==> config.mk <==
export PLATFORM = sky130hd
export DESIGN_NAME = sn3_ram
export DESIGN_NICKNAME = d
export VERILOG_FILES = /design/src/hw/rtl/sn3_ram.sv
export SDC_FILE = /design/constraint.sdc
export NUM_CORES = 2
export LEC_CHECK = 0
export BUFFER_PORTS_ARGS = -buffer_cell sky130_fd_sc_hd__buf_2
export CORE_MARGIN = 2
export CORE_UTILIZATION = 30
export CTS_BUF_LIST = sky130_fd_sc_hd__clkbuf_16
export DETAILED_ROUTE_END_ITERATION = 7
export HOLD_SLACK_MARGIN = 0.12
export SLEW_MARGIN = 40
export SYNTH_ARGS = -nofsm -noshare
export SYNTH_HDL_FRONTEND = slang
export SYNTH_SLANG_ARGS = --single-unit
==> constraint.sdc <==
create_clock -name clk -period 2.7 [get_ports clk]
set_clock_uncertainty 0.05 [all_clocks]
set_input_delay 0.54 -clock clk [delete_from_list [all_inputs] [get_ports clk]]
set_output_delay 0.54 -clock clk [all_outputs]
set_load 0.005 [all_outputs]
==> src/hw/rtl/sn3_ram.sv <==
// generic simple dual port ram, one write port and one registered read port
// no dependencies
module sn3_ram #(
  parameter int WIDTH = 8,
  parameter int DEPTH = 256
) (
  input  logic                     clk,
  input  logic                     we,
  input  logic [$clog2(DEPTH)-1:0] waddr,
  input  logic [WIDTH-1:0]         wdata,
  input  logic [$clog2(DEPTH)-1:0] raddr,
  output logic [WIDTH-1:0]         rdata
);

  logic [WIDTH-1:0] mem [DEPTH];

  // write port and registered read
  always_ff @(posedge clk) begin
    if (we) begin
      mem[waddr] <= wdata;
    end
    rdata <= mem[raddr];
  end

endmodule

==> summary.md <==
| Metric | Value |
|---|---|
| Final GP Congestion | 0.8333 |
| Final Setup Violations | 0 |
| Final Hold Vio Count | 0 |
| Commonest cells in the netlist | edfxtp_1, mux4_2, nor2_1, mux2i_1, a22oi_1 |
| Net Sw Frac | 21.49% |
| IO Count | 34 |
| Critical path's top delay family | buffers and inverters |
| WP data required | 3.40 ns |
| Vias in the first global route | 41700 |
| Crit-path slowest cell | nor4_1 |
| Post-synthesis sequential area ratio | 77.50% |
| Iteration-0 DRC Markers | 4503 |
| Syn nets | 3759 |
| Post-CTS Setup Inserts | 0 |
| Combinational cell fraction of total power | 5.6% |
| Root Driver | clkbuf_16 |
| Worst path cell trace | buf_8, buf_12, buf_4, buf_4, mux2i_1, o221ai_1, o22ai_1, nor3_1, buf_4, nor4_1, buf_4, nor4_2 |
| DRT Wirelength | 204000 µm |
| Overall die area | 0.2693 mm² |
| CP Buf/Inv Count | 6 |
| Clock Latency Late Sink | 0.85 ns |
| I/O Buffers | 33 |
| Yosys top cell area share | 77.30% |
| Ys Warns | 0 |
| CTS buffer count | 205 |
| Post-Syn Area | 0.07956 mm² |
| Place WS | -0.9257 ns |
| Largest area contributor in the netlist | edfxtp_1 |
| Pin count of the biggest net entering global routing | 113 |
| TritonCTS clock tree | built |
| Grt ovf | 0 |
| DR DRC count | 0 |
| Worst Tran Pin Value | 0.7974 ns |
| Placed cells | 7842 |
| Internal | 52.67 mW |
| Routed Antenna Nets | 0 |
| Sequential Power Share | 52.5% |
| Class of the worst hold path | in2reg |
| CP startpoint kind | input pin |
| Synth Flop Type | edfxtp_1 |
| Outcome | complete, no violations |
| Sw power | 14.42 mW |
| Crit path kind | in2reg |
| Max cap viols | 0 |
| Max VDD drop | 0.0006020 V |
| Period utilization | 98.39% |
| GR Util All Layers | 14.91% |
| PwrDens | 694.6 mW/mm² |
| Post-synth EDFFs | 2048 |
| Avg WL per Cell | 24.76 µm |
| Clk sinks | 2056 |
| Hpwl dp | 134200 µm |
| Die Y | 519.0 µm |
| Mapped Cells | 3733 |
| Flops & latches, synth | 2056 |
| Netlist cell types | 55 |
| Number of detailed-route iterations in the first pass | 5 |
| Leak | 31.19 nW |
| H-tree levels | 4 |
| Clock transition at path regs | 0.07 ns |
| Initial core utilization | 30.09% |
| Clock Power Share | 41.8% |
| Worst setup margin | 0.04336 ns |
| Via count | 40860 |
| Fraction of layout cells with a size suffix above 1 | 33.55% |
| Chip width | 519.0 µm |
| Nets | 4549 |
| Most frequent cell after synthesis | edfxtp_1 |
| Via density | 4.959 |
| Syn-to-layout area delta | 21.40% |
| CP peak stage delay | 0.70 ns |
| Final core utilization | 36.53% |
| Min Hold Slack | 0.1914 ns |
| Ranking of synthesized cells by area | edfxtp_1, mux4_2, mux2i_1 |
| Syn Area/Cell | 21.31 µm² |
| Fmax | 376.4 MHz |
| Fin crit period | 2.657 ns |
| Initial antenna violation count | 13 |
| Core Region | 0.2644 mm² |
| Reg area | 0.06166 mm² |
| Filler instances | 24290 |
| RSZ-0062 raised after global routing | no |
| First-pass GRT wire length | 295400 µm |
| Critical path endpoint category | flop |
| Bufs on Longest Clock Path | 3 |
| Worst-path fanout max | 20 |
| Max Slew Vio Count | 0 |
| Finished Layout Cells | 8239 |
| Max_slew headroom | 46.35% |
| FP Rows | 189 |
| Crit path top cell by count | buf_4 |
| Async SR Flop Fraction | 0% |
| Area of the multi-input gates | 0.01650 mm² |
| Arr. time, crit path | 3.36 ns |
sequential cells by signal, indices dropped and copies added, names as in the netlist:
name / cells
mem: 2048
rdata: 8
power by group through the flow:
stage	clock, mW	sequential [mW]	combinational, mW
4_1_cts	28.6	35.3	3.81
5_1_grt	29.8	35.2	3.98
3_5_place_dp	0	35.9	3.79
2_1_floorplan	0	35.9	1.71
6_report	28.1	35.3	3.77
3_3_place_gp	0	35.9	3.76
worst register-to-register path: cells and delay by family, from the launching register on:
family	cells	cell delay (ns)
simple gates	2	0.77
mux	1	0.50
compound gates	2	0.43
buf+inv	2	0.42
flops	1	0.36
cell type report:
type	count	area share, %
diodes	9	0.02332
clock buffers	206	5.337
clock inverters	175	1.584
inverters	2	0.007773
multi-input cells	1442	17.09
flip-flops and latches	2056	63.84
well taps	3533	4.577
repair buffers	816	7.544
worst paths after layout:
kind	depth (start not counted)	start	slack [ns]	end
max	12	raddr[0]	0.04	rdata[2]
min	1	wdata[5]	0.19	mem[41][5]
max reg2reg	7	mem[211][2]	0.12	rdata[2]
min reg2reg	6	mem[98][7]	1.06	rdata[7]
timing repair:
item,CTS,global route
endpoints found under the setup margin,1,0
hold endpoints to repair,143,0
resized for setup,1,0
hold buffers,6,0
through the flow:
step                power [mW]  cell area [µm²]  setup TNS [ns]
finish                   67.09            96580               0
detailed placement       39.73            89800          -5.837
CTS                      67.66            96550               0
global route             68.98            96570               0
global placement         39.69            89790          -6.016
floorplan                37.60            79560               0
layout by cell type, fill, tap and decap left out, types with 13 or more instances in the layout:
| master | netlist | routed |
|---|---|---|
| nand3_1 | 34 | 34 |
| mux2i_1 | 134 | 134 |
| a211oi_1 | 16 | 16 |
| buf_4 | 27 | 688 |
| a22oi_1 | 133 | 133 |
| a221oi_1 | 13 | 13 |
| bufinv_16 | 0 | 21 |
| nor4_1 | 24 | 23 |
| o221ai_1 | 46 | 46 |
| mux4_2 | 454 | 454 |
| nor2_1 | 282 | 279 |
| buf_12 | 8 | 90 |
| clkbuf_16 | 0 | 206 |
| nand2_1 | 33 | 33 |
| buf_2 | 31 | 22 |
| a21oi_1 | 96 | 96 |
| nor3_1 | 22 | 20 |
| nor2b_1 | 31 | 28 |
| clkinv_1 | 1 | 58 |
| clkinv_2 | 0 | 36 |
| edfxtp_1 | 2048 | 2048 |
| o22ai_1 | 28 | 28 |
| inv_1 | 1 | 36 |
cells by family after synthesis:
group                  count (synthesis)  synth area share [%]
and+or+nand+nor                      466                 2.628
buffers and inverters                235                 1.831
AOI/OAI and AO/OA                    385                 3.419
muxes                                591                 14.62
DFF                                 2056                 77.50
layer usage:
| metal | global-route usage, % | routed length, µm | vias up |
|---|---|---|---|
| met2 | 24.74 | 99850 | 1565 |
| li1 | - | - | 17330 |
| met1 | 20.15 | 84080 | 21650 |
| met4 | 4.678 | 6360 | 0 |
| met3 | 2.228 | 13750 | 324 |
| met5 | 0 | 0 | - |
No activity file was read; power rests on OpenSTA's default activity.
